File: src/lfs_pkg.sv
// ----------------------------------------------------------------------------
// lfs_pkg: shared types and constants for linear fitness scaling
// Widths, limits, sequencer states and arithmetic unit controls.
// ----------------------------------------------------------------------------
package lfs_pkg;

  localparam int POP_SIZE = 64;
  localparam int IDX_W    = 6;
  localparam int CNT_W    = 7;
  localparam int FIT_W    = 23;
  localparam int SUM_W    = 29;
  localparam int ADJ_W    = 24;
  localparam int TOT_W    = 30;
  localparam int MULT_W   = 11;
  localparam int ACC_W    = 58;
  localparam int DIV_W    = 31;
  localparam int STEP_W   = 6;

  localparam logic [MULT_W-1:0] MULT_RESET = 11'd512;
  localparam logic [MULT_W-1:0] MULT_LOW   = 11'd256;
  localparam logic [MULT_W-1:0] MULT_HIGH  = 11'd1024;
  localparam logic [FIT_W-1:0]  ONE_Q16    = 23'd65536;
  localparam logic [ADJ_W-1:0]  ADJ_MAX    = 24'd13107200;

  typedef enum logic [3:0] {
    ST_LOAD,
    ST_AVG_GO,
    ST_AVG,
    ST_PREP,
    ST_SETUP,
    ST_READ,
    ST_FETCH,
    ST_TERM,
    ST_MUL,
    ST_DIV,
    ST_EMIT
  } state_t;

  typedef enum logic {
    OP_MUL,
    OP_DIV
  } arith_op_t;

  typedef struct packed {
    logic      start;
    arith_op_t op;
  } arith_ctl_t;

endpackage

File: src/lfs_ram.sv
// ----------------------------------------------------------------------------
// lfs_ram: generic single write, single read RAM
// One write port and one read port with registered read data.
// ----------------------------------------------------------------------------
module lfs_ram #(
  parameter int WIDTH = 8,
  parameter int DEPTH = 64
) (
  input  logic                     clk,
  input  logic                     we,
  input  logic [$clog2(DEPTH)-1:0] waddr,
  input  logic [WIDTH-1:0]         wdata,
  input  logic                     re,
  input  logic [$clog2(DEPTH)-1:0] raddr,
  output logic [WIDTH-1:0]         rdata
);

  logic [WIDTH-1:0] mem [DEPTH];

  always_ff @(posedge clk) begin
    if (we) begin
      mem[waddr] <= wdata;
    end
    if (re) begin
      rdata <= mem[raddr];
    end
  end

endmodule

File: src/lfs_arith.sv
// ----------------------------------------------------------------------------
// lfs_arith: shared serial multiply / divide unit
// Shift-add multiply and restoring divide over one shared adder, one bit
// per cycle. Multiply takes DIV_W steps, divide takes ACC_W steps.
// ----------------------------------------------------------------------------
module lfs_arith (
  input  logic                      clk,
  input  logic                      rst,
  input  lfs_pkg::arith_ctl_t       ctl,
  input  logic [lfs_pkg::ACC_W-1:0] a,
  input  logic [lfs_pkg::DIV_W-1:0] b,
  output logic                      done,
  output logic [lfs_pkg::ACC_W-1:0] result
);

  logic                        busy;
  lfs_pkg::arith_op_t          op_q;
  logic [lfs_pkg::ACC_W-1:0]   acc;
  logic [lfs_pkg::ACC_W-1:0]   a_sh;
  logic [lfs_pkg::DIV_W-1:0]   bq;
  logic [lfs_pkg::DIV_W-1:0]   rem;
  logic [lfs_pkg::STEP_W-1:0]  steps;

  logic [lfs_pkg::DIV_W:0]     rem_sh;
  logic [lfs_pkg::ACC_W-1:0]   add_x;
  logic [lfs_pkg::ACC_W-1:0]   add_y;
  logic                        cin;
  logic [lfs_pkg::ACC_W:0]     sum;

  always_comb begin
    rem_sh = {rem, acc[lfs_pkg::ACC_W-1]};
    if (op_q == lfs_pkg::OP_MUL) begin
      add_x = acc;
      add_y = a_sh;
      cin   = 1'b0;
    end else begin
      add_x = lfs_pkg::ACC_W'(rem_sh);
      add_y = ~lfs_pkg::ACC_W'(bq);
      cin   = 1'b1;
    end
    sum = {1'b0, add_x} + {1'b0, add_y} + (lfs_pkg::ACC_W+1)'(cin);
  end

  always_ff @(posedge clk) begin
    if (rst) begin
      busy <= 1'b0;
      done <= 1'b0;
    end else begin
      done <= 1'b0;
      if (ctl.start && !busy) begin
        busy <= 1'b1;
        op_q <= ctl.op;
        a_sh <= a;
        bq   <= b;
        rem  <= '0;
        if (ctl.op == lfs_pkg::OP_MUL) begin
          acc   <= '0;
          steps <= lfs_pkg::STEP_W'(lfs_pkg::DIV_W);
        end else begin
          acc   <= a;
          steps <= lfs_pkg::STEP_W'(lfs_pkg::ACC_W);
        end
      end else if (busy) begin
        if (op_q == lfs_pkg::OP_MUL) begin
          if (bq[0]) begin
            acc <= sum[lfs_pkg::ACC_W-1:0];
          end
          a_sh <= {a_sh[lfs_pkg::ACC_W-2:0], 1'b0};
          bq   <= {1'b0, bq[lfs_pkg::DIV_W-1:1]};
        end else begin
          if (sum[lfs_pkg::ACC_W]) begin
            rem <= sum[lfs_pkg::DIV_W-1:0];
            acc <= {acc[lfs_pkg::ACC_W-2:0], 1'b1};
          end else begin
            rem <= rem_sh[lfs_pkg::DIV_W-1:0];
            acc <= {acc[lfs_pkg::ACC_W-2:0], 1'b0};
          end
        end
        steps <= steps - 1'b1;
        if (steps == lfs_pkg::STEP_W'(1)) begin
          busy <= 1'b0;
          done <= 1'b1;
        end
      end
    end
  end

  assign result = acc;

  a_start_idle: assert property (@(posedge clk) disable iff (rst) ctl.start |-> !busy)
    else $error("arith start while busy");
  a_done_after_busy: assert property (@(posedge clk) disable iff (rst) done |-> $past(busy))
    else $error("arith done without work");
  a_steps_live: assert property (@(posedge clk) disable iff (rst) busy |-> steps != '0)
    else $error("arith busy with no steps left");

endmodule

File: src/linear_fitness_scaling.sv
// ----------------------------------------------------------------------------
// linear_fitness_scaling: linear fitness scaling over a loaded population
// Loads one raw fitness word (Q7.16) per cycle until a word marked last or
// the 64th word, then finds max, first max index, min and truncated mean,
// and emits one scaled word (Q8.16, saturated) per individual in order with
// the statistics and a running total. The mean is found with a serial
// divide, and each scaled word needs a 31-step serial multiply plus a
// 58-step serial divide on the one shared add/subtract unit, plus a RAM
// read and setup. A word that passes through unchanged, or is clamped to
// zero, skips the multiply and divide. The input is not ready while results
// are being produced.
// ----------------------------------------------------------------------------
module linear_fitness_scaling (
  input  logic                       clk,
  input  logic                       rst,
  input  logic                       cfg_valid,
  output logic                       cfg_ready,
  input  logic [lfs_pkg::MULT_W-1:0] cfg_data,
  input  logic                       in_valid,
  output logic                       in_ready,
  input  logic [lfs_pkg::FIT_W-1:0]  fitness,
  input  logic                       last,
  output logic                       out_valid,
  input  logic                       out_ready,
  output logic [lfs_pkg::IDX_W-1:0]  index,
  output logic [lfs_pkg::ADJ_W-1:0]  adjusted_fitness,
  output logic [lfs_pkg::FIT_W-1:0]  max_fitness,
  output logic [lfs_pkg::FIT_W-1:0]  min_fitness,
  output logic [lfs_pkg::FIT_W-1:0]  avg_fitness,
  output logic [lfs_pkg::IDX_W-1:0]  best_index,
  output logic [lfs_pkg::TOT_W-1:0]  running_total,
  output logic                       last_result
);

  lfs_pkg::state_t state, state_next;

  logic [lfs_pkg::MULT_W-1:0] fitness_multiple;
  logic [lfs_pkg::CNT_W-1:0]  item_count;
  logic [lfs_pkg::SUM_W-1:0]  fitness_sum;
  logic [lfs_pkg::FIT_W-1:0]  max_seen;
  logic [lfs_pkg::FIT_W-1:0]  min_seen;
  logic [lfs_pkg::IDX_W-1:0]  max_position;
  logic [lfs_pkg::FIT_W-1:0]  avg;

  logic [9:0]                 mult_sub;
  logic [32:0]                p_min;
  logic [33:0]                p_avg;
  logic signed [35:0]         k_off;
  logic                       normal;
  logic                       pass;
  logic                       mz_ok;
  logic [lfs_pkg::DIV_W-1:0]  den;
  logic [lfs_pkg::IDX_W-1:0]  idx;
  logic [lfs_pkg::FIT_W-1:0]  x_q;
  logic [32:0]                pterm;
  logic [lfs_pkg::ADJ_W-1:0]  adj_q;
  logic [lfs_pkg::TOT_W-1:0]  total_q;

  logic                       in_acc;
  logic                       out_acc;
  logic                       load_end;
  logic                       is_last_idx;
  logic [lfs_pkg::MULT_W-1:0] m_cl;
  logic [lfs_pkg::FIT_W-1:0]  mx_diff;
  logic signed [35:0]         t_val;
  logic                       bypass;
  logic                       ram_re;
  logic [lfs_pkg::FIT_W-1:0]  rdata;
  logic                       adj_load;
  logic [lfs_pkg::ADJ_W-1:0]  adj_value;

  lfs_pkg::arith_ctl_t        ar_ctl;
  logic [lfs_pkg::ACC_W-1:0]  ar_a;
  logic [lfs_pkg::DIV_W-1:0]  ar_b;
  logic                       ar_done;
  logic [lfs_pkg::ACC_W-1:0]  ar_result;

  assign cfg_ready   = 1'b1;
  assign in_ready    = (state == lfs_pkg::ST_LOAD);
  assign out_valid   = (state == lfs_pkg::ST_EMIT);
  assign in_acc      = in_valid && in_ready;
  assign out_acc     = out_valid && out_ready;
  assign load_end    = last || ((item_count + 1'b1) == lfs_pkg::CNT_W'(lfs_pkg::POP_SIZE));
  assign is_last_idx = ((lfs_pkg::CNT_W'(idx) + 1'b1) == item_count);

  always_comb begin
    if (fitness_multiple < lfs_pkg::MULT_LOW) begin
      m_cl = lfs_pkg::MULT_LOW;
    end else if (fitness_multiple > lfs_pkg::MULT_HIGH) begin
      m_cl = lfs_pkg::MULT_HIGH;
    end else begin
      m_cl = fitness_multiple;
    end
    mx_diff = max_seen - avg;
    t_val   = $signed({3'b0, pterm}) + k_off;
    bypass  = pass || (!normal && !mz_ok);
  end

  lfs_ram #(
    .WIDTH(lfs_pkg::FIT_W),
    .DEPTH(lfs_pkg::POP_SIZE)
  ) u_store (
    .clk  (clk),
    .we   (in_acc),
    .waddr(item_count[lfs_pkg::IDX_W-1:0]),
    .wdata(fitness),
    .re   (ram_re),
    .raddr(idx),
    .rdata(rdata)
  );

  lfs_arith u_arith (
    .clk   (clk),
    .rst   (rst),
    .ctl   (ar_ctl),
    .a     (ar_a),
    .b     (ar_b),
    .done  (ar_done),
    .result(ar_result)
  );

  always_comb begin
    state_next = state;
    unique case (state)
      lfs_pkg::ST_LOAD: begin
        if (in_acc && load_end) begin
          state_next = lfs_pkg::ST_AVG_GO;
        end
      end
      lfs_pkg::ST_AVG_GO: state_next = lfs_pkg::ST_AVG;
      lfs_pkg::ST_AVG: begin
        if (ar_done) begin
          state_next = lfs_pkg::ST_PREP;
        end
      end
      lfs_pkg::ST_PREP:  state_next = lfs_pkg::ST_SETUP;
      lfs_pkg::ST_SETUP: state_next = lfs_pkg::ST_READ;
      lfs_pkg::ST_READ:  state_next = lfs_pkg::ST_FETCH;
      lfs_pkg::ST_FETCH: state_next = lfs_pkg::ST_TERM;
      lfs_pkg::ST_TERM: begin
        if (bypass || (normal && t_val[35])) begin
          state_next = lfs_pkg::ST_EMIT;
        end else begin
          state_next = lfs_pkg::ST_MUL;
        end
      end
      lfs_pkg::ST_MUL: begin
        if (ar_done) begin
          state_next = lfs_pkg::ST_DIV;
        end
      end
      lfs_pkg::ST_DIV: begin
        if (ar_done) begin
          state_next = lfs_pkg::ST_EMIT;
        end
      end
      lfs_pkg::ST_EMIT: begin
        if (out_acc) begin
          state_next = is_last_idx ? lfs_pkg::ST_LOAD : lfs_pkg::ST_READ;
        end
      end
      default: state_next = lfs_pkg::ST_LOAD;
    endcase
  end

  always_comb begin
    ram_re       = 1'b0;
    ar_ctl.start = 1'b0;
    ar_ctl.op    = lfs_pkg::OP_MUL;
    ar_a         = '0;
    ar_b         = '0;
    adj_load     = 1'b0;
    adj_value    = '0;
    unique case (state)
      lfs_pkg::ST_AVG_GO: begin
        ar_ctl.start = 1'b1;
        ar_ctl.op    = lfs_pkg::OP_DIV;
        ar_a         = lfs_pkg::ACC_W'(fitness_sum);
        ar_b         = lfs_pkg::DIV_W'(item_count);
      end
      lfs_pkg::ST_READ: ram_re = 1'b1;
      lfs_pkg::ST_TERM: begin
        if (bypass) begin
          adj_load  = 1'b1;
          adj_value = lfs_pkg::ADJ_W'(x_q);
        end else if (normal) begin
          if (t_val[35]) begin
            adj_load = 1'b1;
          end else begin
            ar_ctl.start = 1'b1;
            ar_a         = lfs_pkg::ACC_W'(t_val[33:0]);
            ar_b         = lfs_pkg::DIV_W'(avg);
          end
        end else begin
          ar_ctl.start = 1'b1;
          ar_a         = lfs_pkg::ACC_W'(x_q - min_seen);
          ar_b         = lfs_pkg::DIV_W'(avg);
        end
      end
      lfs_pkg::ST_MUL: begin
        if (ar_done) begin
          ar_ctl.start = 1'b1;
          ar_ctl.op    = lfs_pkg::OP_DIV;
          ar_a         = ar_result;
          ar_b         = normal ? den : lfs_pkg::DIV_W'(avg - min_seen);
        end
      end
      lfs_pkg::ST_DIV: begin
        if (ar_done) begin
          adj_load = 1'b1;
          if (ar_result > lfs_pkg::ACC_W'(lfs_pkg::ADJ_MAX)) begin
            adj_value = lfs_pkg::ADJ_MAX;
          end else begin
            adj_value = ar_result[lfs_pkg::ADJ_W-1:0];
          end
        end
      end
      default: begin
      end
    endcase
  end

  always_ff @(posedge clk) begin
    if (rst) begin
      state            <= lfs_pkg::ST_LOAD;
      fitness_multiple <= lfs_pkg::MULT_RESET;
      item_count       <= '0;
      fitness_sum      <= '0;
      max_seen         <= '0;
      min_seen         <= '1;
      max_position     <= '0;
    end else begin
      state <= state_next;
      if (cfg_valid && cfg_ready) begin
        fitness_multiple <= cfg_data;
      end
      if (in_acc) begin
        item_count  <= item_count + 1'b1;
        fitness_sum <= fitness_sum + lfs_pkg::SUM_W'(fitness);
        if (fitness > max_seen) begin
          max_seen     <= fitness;
          max_position <= item_count[lfs_pkg::IDX_W-1:0];
        end
        if (fitness < min_seen) begin
          min_seen <= fitness;
        end
      end
      if (out_acc && is_last_idx) begin
        item_count   <= '0;
        fitness_sum  <= '0;
        max_seen     <= '0;
        min_seen     <= '1;
        max_position <= '0;
      end
    end
  end

  always_ff @(posedge clk) begin
    if (state == lfs_pkg::ST_AVG && ar_done) begin
      avg <= ar_result[lfs_pkg::FIT_W-1:0];
    end
    if (state == lfs_pkg::ST_PREP) begin
      mult_sub <= 10'(m_cl - lfs_pkg::MULT_LOW);
      p_min    <= 33'(10'(m_cl - lfs_pkg::MULT_LOW)) * 33'(min_seen);
      p_avg    <= 34'(m_cl) * 34'(avg);
    end
    if (state == lfs_pkg::ST_SETUP) begin
      normal  <= (34'(p_min) + 34'({max_seen, 8'b0})) > p_avg;
      k_off   <= $signed({5'b0, max_seen, 8'b0}) - $signed({2'b0, p_avg});
      pass    <= (max_seen < avg) || (mx_diff < lfs_pkg::ONE_Q16);
      den     <= {mx_diff, 8'b0};
      mz_ok   <= avg > min_seen;
      idx     <= '0;
      total_q <= '0;
    end
    if (state == lfs_pkg::ST_FETCH) begin
      x_q   <= rdata;
      pterm <= 33'(mult_sub) * 33'(rdata);
    end
    if (adj_load) begin
      adj_q   <= adj_value;
      total_q <= total_q + lfs_pkg::TOT_W'(adj_value);
    end
    if (out_acc && !is_last_idx) begin
      idx <= idx + 1'b1;
    end
  end

  assign index            = idx;
  assign adjusted_fitness = adj_q;
  assign max_fitness      = max_seen;
  assign min_fitness      = min_seen;
  assign avg_fitness      = avg;
  assign best_index       = max_position;
  assign running_total    = total_q;
  assign last_result      = is_last_idx;

  a_idx_in_range: assert property (@(posedge clk) disable iff (rst)
    out_valid |-> (lfs_pkg::CNT_W'(index) < item_count))
    else $error("result index beyond loaded count");
  a_final_clears: assert property (@(posedge clk) disable iff (rst)
    (out_valid && out_ready && last_result) |=> (in_ready && item_count == '0))
    else $error("final word did not return to load");
  a_min_le_max: assert property (@(posedge clk) disable iff (rst)
    (in_valid && in_ready) |=> (min_seen <= max_seen))
    else $error("min above max after load");

endmodule
File: config.mk
export PLATFORM = sky130hd
export DESIGN_NAME = linear_fitness_scaling
export DESIGN_NICKNAME = d
export VERILOG_FILES = /design/src/lfs_pkg.sv /design/src/lfs_ram.sv /design/src/lfs_arith.sv /design/src/linear_fitness_scaling.sv
export SDC_FILE = /design/constraint.sdc
export NUM_CORES = 2
export LEC_CHECK = 0
export BUFFER_PORTS_ARGS = -buffer_cell sky130_fd_sc_hd__buf_4
export CAP_MARGIN = 10
export CORE_UTILIZATION = 30
export DETAILED_ROUTE_END_ITERATION = 10
export SLEW_MARGIN = 25
export SYNTH_ARGS = -nofsm -noshare
export SYNTH_HDL_FRONTEND = slang
export SYNTH_SLANG_ARGS = --single-unit
File: constraint.sdc
create_clock -name clk -period 8 [get_ports clk]
set_input_delay 0.4 -clock clk [delete_from_list [all_inputs] [get_ports clk]]
set_output_delay 0.4 -clock clk [all_outputs]
set_load 0.05 [all_outputs]
; Word-level counts from Yosys, hierarchy flattened
; Memories as Yosys holds them, arrays and structs flattened. A register that Yosys moved wholly into a read port is not among the register bits.
; Cells that the tools add are included.
[word_totals]
register_bits = 568
ramBits = 1472
input_bits = 40
output_inout_bits = 139
elab_cells = 180
mem_count = 1
[mem_list]
columns = name, words, width, read_ports, rd_clocked_by_memory_dff, write_ports, line_no
row1 = u_store.mem, 64, 23, 1, 1, 1, lfs_ram.sv:18  ; logic [WIDTH-1:0] mem [DEPTH];
[op_classes]
n_addsub = 15
multipliers = 3
n_lt_le_gt_ge = 9
n_eq_ne = 19
muxes = 68
n_bitwise = 3
n_reduce_logical = 33
[op_table]
columns = cell, count
row1 = $mux W58, 13
row2 = $mux W31, 9
row3 = $pmux W58 S3, 1
row4 = $pmux W31 S3, 1
row5 = $mux W23, 3
row6 = $mul A10 B23 Y33, 2
row7 = $mux W30, 2
row8 = $add A58 B58 Y59, 1
row9 = $add A59 B1 Y59, 1
row10 = $gt A58 B24 Y1 const B, 1
row11 = $not A31 Y58, 1
row12 = $mux W24, 2
row13 = $pmux W24 S2, 1
row14 = $sub A23 B23 Y24, 2
row15 = $gt A23 B23 Y1, 2
row16 = $lt A23 B23 Y1, 2
row17 = $pmux W4 S11, 1
row18 = $add A34 B36 Y36, 1
row19 = $sub A31 B34 Y35, 1
row20 = $add A33 B31 Y34, 1
row21 = $gt A34 B34 Y1, 1
row22 = $mul A11 B23 Y34, 1
row23 = $mux W34, 1
row24 = $add A30 B24 Y30, 1
row25 = 39 further kinds, 98

; Depth between registers and ports, before layout
[logic_depth]
word_depth = 8
ltp_mapped = 28
depth_no_buf = 25

; Cells and area by module
; A second synthesis with hierarchy kept.
[hier_totals]
cells_unflattened = 9329
hier_area_um2 = 118222.1
[by_module_without_submodules]
columns = mod, instances, cells_per_inst, area_per_inst_um2, seq_area_each_um2
row1 = lfs_ram, 1, 2446, 56940.9, 44893.1
row2 = linear_fitness_scaling, 1, 5370, 48251.3, 10380.0
row3 = lfs_arith, 1, 1513, 13030.0, 5595.4

; Least setup slack after synthesis
; No wires, ideal clock.
[synth_path]
kind = flip-flop to flip-flop
startpoint = register state[1]
endpoint = register mult_sub[0], enable pin
setup_time_ns = 0.623
arrival_ns = 6.285
required_time_ns = 7.377
path_slack_ns = 1.093
path_stages_with_launch = 3
path_buffers = 1
synth_period_minus_slack_ns = 6.907
cell_sequence = dfxtp_1 -> clkbuf_1 -> nor3b_1
[synth_between]
elab_chain_cells = 1
[synth_rtl]
columns = item, line_no
row1 = "start, declared", linear_fitness_scaling.sv:35  ; lfs_pkg::state_t state, state_next;
row2 = "start signal, assigned", linear_fitness_scaling.sv:225  ; state <= lfs_pkg::ST_LOAD;
row3 = "start signal, assigned", linear_fitness_scaling.sv:233  ; state <= state_next;
row4 = $eq A4 B2 Y1, linear_fitness_scaling.sv:262  ; if (state == lfs_pkg::ST_PREP) begin
row5 = "end signal, assigned", linear_fitness_scaling.sv:263  ; mult_sub <= 10'(m_cl - lfs_pkg::MULT_LOW);
row6 = "end, declared", linear_fitness_scaling.sv:45  ; logic [9:0] mult_sub;
; No other way between the ends.
; A chain may end at the register's enable or synchronous reset.

; Worst setup path in the final report
[layout_path]
startpoint = register fitness_multiple[9] in the netlist's numbering
endpoint = register p_avg[31], data pin
[layout_between]
elab_chain_cells = 4
word_cells_on_any_way = 5
classes_between = mul: 1 / order compare: 2 / mux: 2
[layout_rtl]
columns = item, line_no
row1 = "start, declared", linear_fitness_scaling.sv:37  ; logic [lfs_pkg::MULT_W-1:0] fitness_multiple;
row2 = "start signal, assigned", linear_fitness_scaling.sv:226  ; fitness_multiple <= lfs_pkg::MULT_RESET;
row3 = "start signal, assigned", linear_fitness_scaling.sv:235  ; fitness_multiple <= cfg_data;
row4 = $gt A11 B11 Y1, linear_fitness_scaling.sv:89  ; end else if (fitness_multiple > lfs_pkg::MULT_HIGH) begin
row5 = $mux W11, linear_fitness_scaling.sv:89
row6 = $mux W11 (*), linear_fitness_scaling.sv:87  ; if (fitness_multiple < lfs_pkg::MULT_LOW) begin
row7 = $mul A11 B23 Y34 (*), linear_fitness_scaling.sv:265  ; p_avg <= 34'(m_cl) * 34'(avg);
row8 = "end signal, assigned", linear_fitness_scaling.sv:265
row9 = "end, declared", linear_fitness_scaling.sv:47  ; logic [33:0] p_avg;
; Mark *: on every way between the ends. The rest lies on a longest branch, timed or not.

==> out/metrics.yaml <==
syn-num-nets: 9900
synth_area_leaders: "edfxtp_1, mux4_2, fa_1, ha_1, inv_1"
portBuffers: 177
drc: 63
tightest_slew_ps: 1220
routabilityCongestion: 0.945
ios: 179
drive_above_1_share: 0.154
first_pass_iters: 11
yosys.area_share.adder: 0.148
arrival_ps: 8100
outcome: "finished, violations left"
cts_buffers: 215
post_drt_wl_per_cell_um: 25.0
crit_fanout: 30
layout.nets: 10200
grt_pass1_vias: 74500
die_x_um: 627
violations: "DRC"
holdWs_ps: 31.5
finalCriticalPeriod_ps: 7490
fin_area_mm2: 0.133
async_reset_ff_frac: 0
drv_cap: 0
internal_power_w: 0.0212
critPathRequiredTime_ps: 8610
synth-seq-cells: 2062
power_density_mw_per_mm2: 232
ys_types: 101
crit_type: "reg -> reg"
synthesis.instances: 8787
hp-class: "in -> reg"
antenna_left: 0
synth.most_common_cell: "edfxtp_1"
critPathLaunchType: "flip-flop"
start_util: 0.301
ys.flop_type: "edfxtp_1"
grt_max_degree: 193
ys_seq_area_frac: 0.519
row_count: 229
vias: 75600
synth_edf_count: 1957
post_cts.repair.setup_buffers: 0
rsz0062_at_grt: "no"
grt_pass1_wl_mm: 522
dpl.hpwl_mm: 248
yosysTopAreaCell: "edfxtp_1"
slew_headroom: 0.188
h-tree-depth: 4
skew_ps: 91.0
cts_tree: "done"
synth.area.mux_share: 0.106
drt_iter0_drc: 8303
antenna_found_initial: 33
fp.dieH_um: 627
synth_common_cells: "edfxtp_1, inv_1, nand2_1"
cts_root_buf: "clkbuf_16"
switching_share: 0.312
clockBufferDepth: 4
power.share.clock: 0.316
min_from: "fitness[4]"
fin_crit_sh: 0.936
reg2reg_from: "fitness_multiple[9]"
setup-violations-final: 0
clkLatencyLatePin_ps: 920
area_growth_pct: 13.5
synth_xor_area_frac: 0.0229
yosysWarnings: 0
endpoint_kind: "flip-flop"
synth_area_mm2: 0.117
max_stage_delay_ps: 750
pwr-share-comb: 0.271
via_per_inst: 5.24
crit_start: "fitness_multiple[9]"
power.static_leakage_nw: 50.4
synth_top_family_by_area: "adder cells"
yosysTopAreaCellShare: 0.501
synthSimpleGateAreaFrac: 0.0879
ir_drop_v: 0.000220
slew_viol_final: 0
core_mm2: 0.389
seq_power_share: 0.412
finalSetupTns_ps: 0
die_area_mm2: 0.393
globalRouteOverflowTotal: 0
place_area_mm2: 0.126
switching_power_w: 0.00963
cp_slowest_cell: "a221oi_1"
synth-compound-area-share: 0.0782
cp_common_cell: "fa_1"
finalHoldViolCount: 0
grt_use_total: 0.181
wirelength_mm: 362
crit_chain: "nor2_1 > nor2_4 > and2_2 > buf_4 > nand2_1 > fa_1 > fa_1 > fa_1 > inv_1 > fa_1 > fa_1 > ha_1 > inv_1 > nor2_1 > o21ai_0 > a21oi_1 > o311ai_1 > buf_4 > a21oi_1 > a221oi_1 > o21ai_1 > o41ai_1 > xnor2_1"
fmax_mhz: 134
clk_pin_slew_ps: 60
cts.sinks: 2062
synth_area_per_cell_um2: 13.3
==> cell families after synthesis <==
logic type | Yosys count
XOR/XNOR | 307
buffers and inverters | 1150
adder cells (fa/ha/maj) | 1073
flip-flops | 2062
AND/OR/NAND/NOR | 2180
multiplexers | 631
other | 1
AO/OA/AOI/OAI | 1383
==> critical path, delay by kind of cell, from the launching register on <==
family	cells	cell delay, ps
AOI/OAI and AO/OA	7	2030
xor gates and xnor gates	1	100
adders and majority gates	6	2820
buffers and inverters	4	620
DFF	1	400
and+or+nand+nor	5	1230
==> layout by cell type, fill, tap and decap left out, types with 27 or more instances in the layout <==
cell type         n
nand2_1         684
o21a_1           52
clkinv_1         47
xor2_1          107
dlygate4sd3_1    55
dfxtp_1         105
nor3_1           80
or2_2            40
mux2i_1         111
clkinv_2         29
nor2_2           60
o21ai_0         229
or3_1            34
fa_1            529
nor2_1          535
clkbuf_16       218
a211oi_1         38
a21o_1          168
nor2b_1          78
o211ai_1         29
ha_1            544
nand2b_1         67
and2_1          168
a21oi_1         425
and3_1          180
nand3_1         105
xnor2_1         200
nand4_1          50
buf_4           419
a31oi_1          53
o21bai_1         40
mux2_2           36
clkbuf_1         45
a22o_1           32
inv_1           715
edfxtp_1       1957
o31ai_1          27
mux4_2          483
==> power groups by stage <==
stage	combinational (W)	clock (W)	sequential, W
final	0.00836	0.00975	0.0127
after global routing	0.00933	0.0103	0.0127
after CTS	0.00833	0.00989	0.0127
after detailed placement	0.00824	0	0.0129
after global placement	0.00820	0	0.0129
after floorplan	0.00592	0	0.0129
==> routing by layer <==
layer  share of wire  GRT usage  up-vias
met5         0.00030          0        -
met4           0.038     0.0618       18
met3           0.086     0.0323      568
met2            0.45      0.285     3158
met1            0.42      0.251    38900
li1                -          -    33000
==> sequential cells by signal, summed over array words and instances, names as in the netlist, 7 cells and up <==
register          flops
u_store.mem        1472
den                  23
item_count            7
p_min                33
u_arith.bq           31
u_store.rdata        23
u_arith.result       58
avg_fitness          23
mult_sub             10
pterm                33
fitness_multiple     11
x_q                  23
running_total        30
adjusted_fitness     24
u_arith.rem          31
max_fitness          23
p_avg                34
fitness_sum          29
min_fitness          23
k_off                35
u_arith.a_sh         58
==> stage by stage <==
step,utilization,power [W],setup slack (ps),cells
floorplan,-,0.0188,1090,8787
global placement,0.323,0.0211,672,14000
detailed placement,0.323,0.0212,597,14000
CTS,0.342,0.0309,576,14400
global route,0.342,0.0323,26.8,14400
finish,0.342,0.0308,513,14400
==> path summary, 6_finish.rpt <==
check | cells past startpoint | slack, ps | end
setup / recovery | 23 | 510 | p_avg[31]
hold / removal | 3 | 30 | max_fitness[4]
setup reg to reg | 23 | 510 | p_avg[31]
hold reg to reg | 2 | 500 | best_index[5]
==> layout make-up <==
type	count	area, um^2
repair buffers	489	4020
multi-input cells	5575	52300
flip-flops and latches	2062	60900
clock buffers	270	5710
fillers	38000	256000
clock inverters	112	932
well taps	5197	6500
inverters	719	2700
diodes	11	27.5
==> repair_timing <==
action	4_1_cts	5_1_grt
resized for setup	0	0
hold buffers	55	0
hold endpoints to repair	169	0
Power figures use the tool's default switching activity.
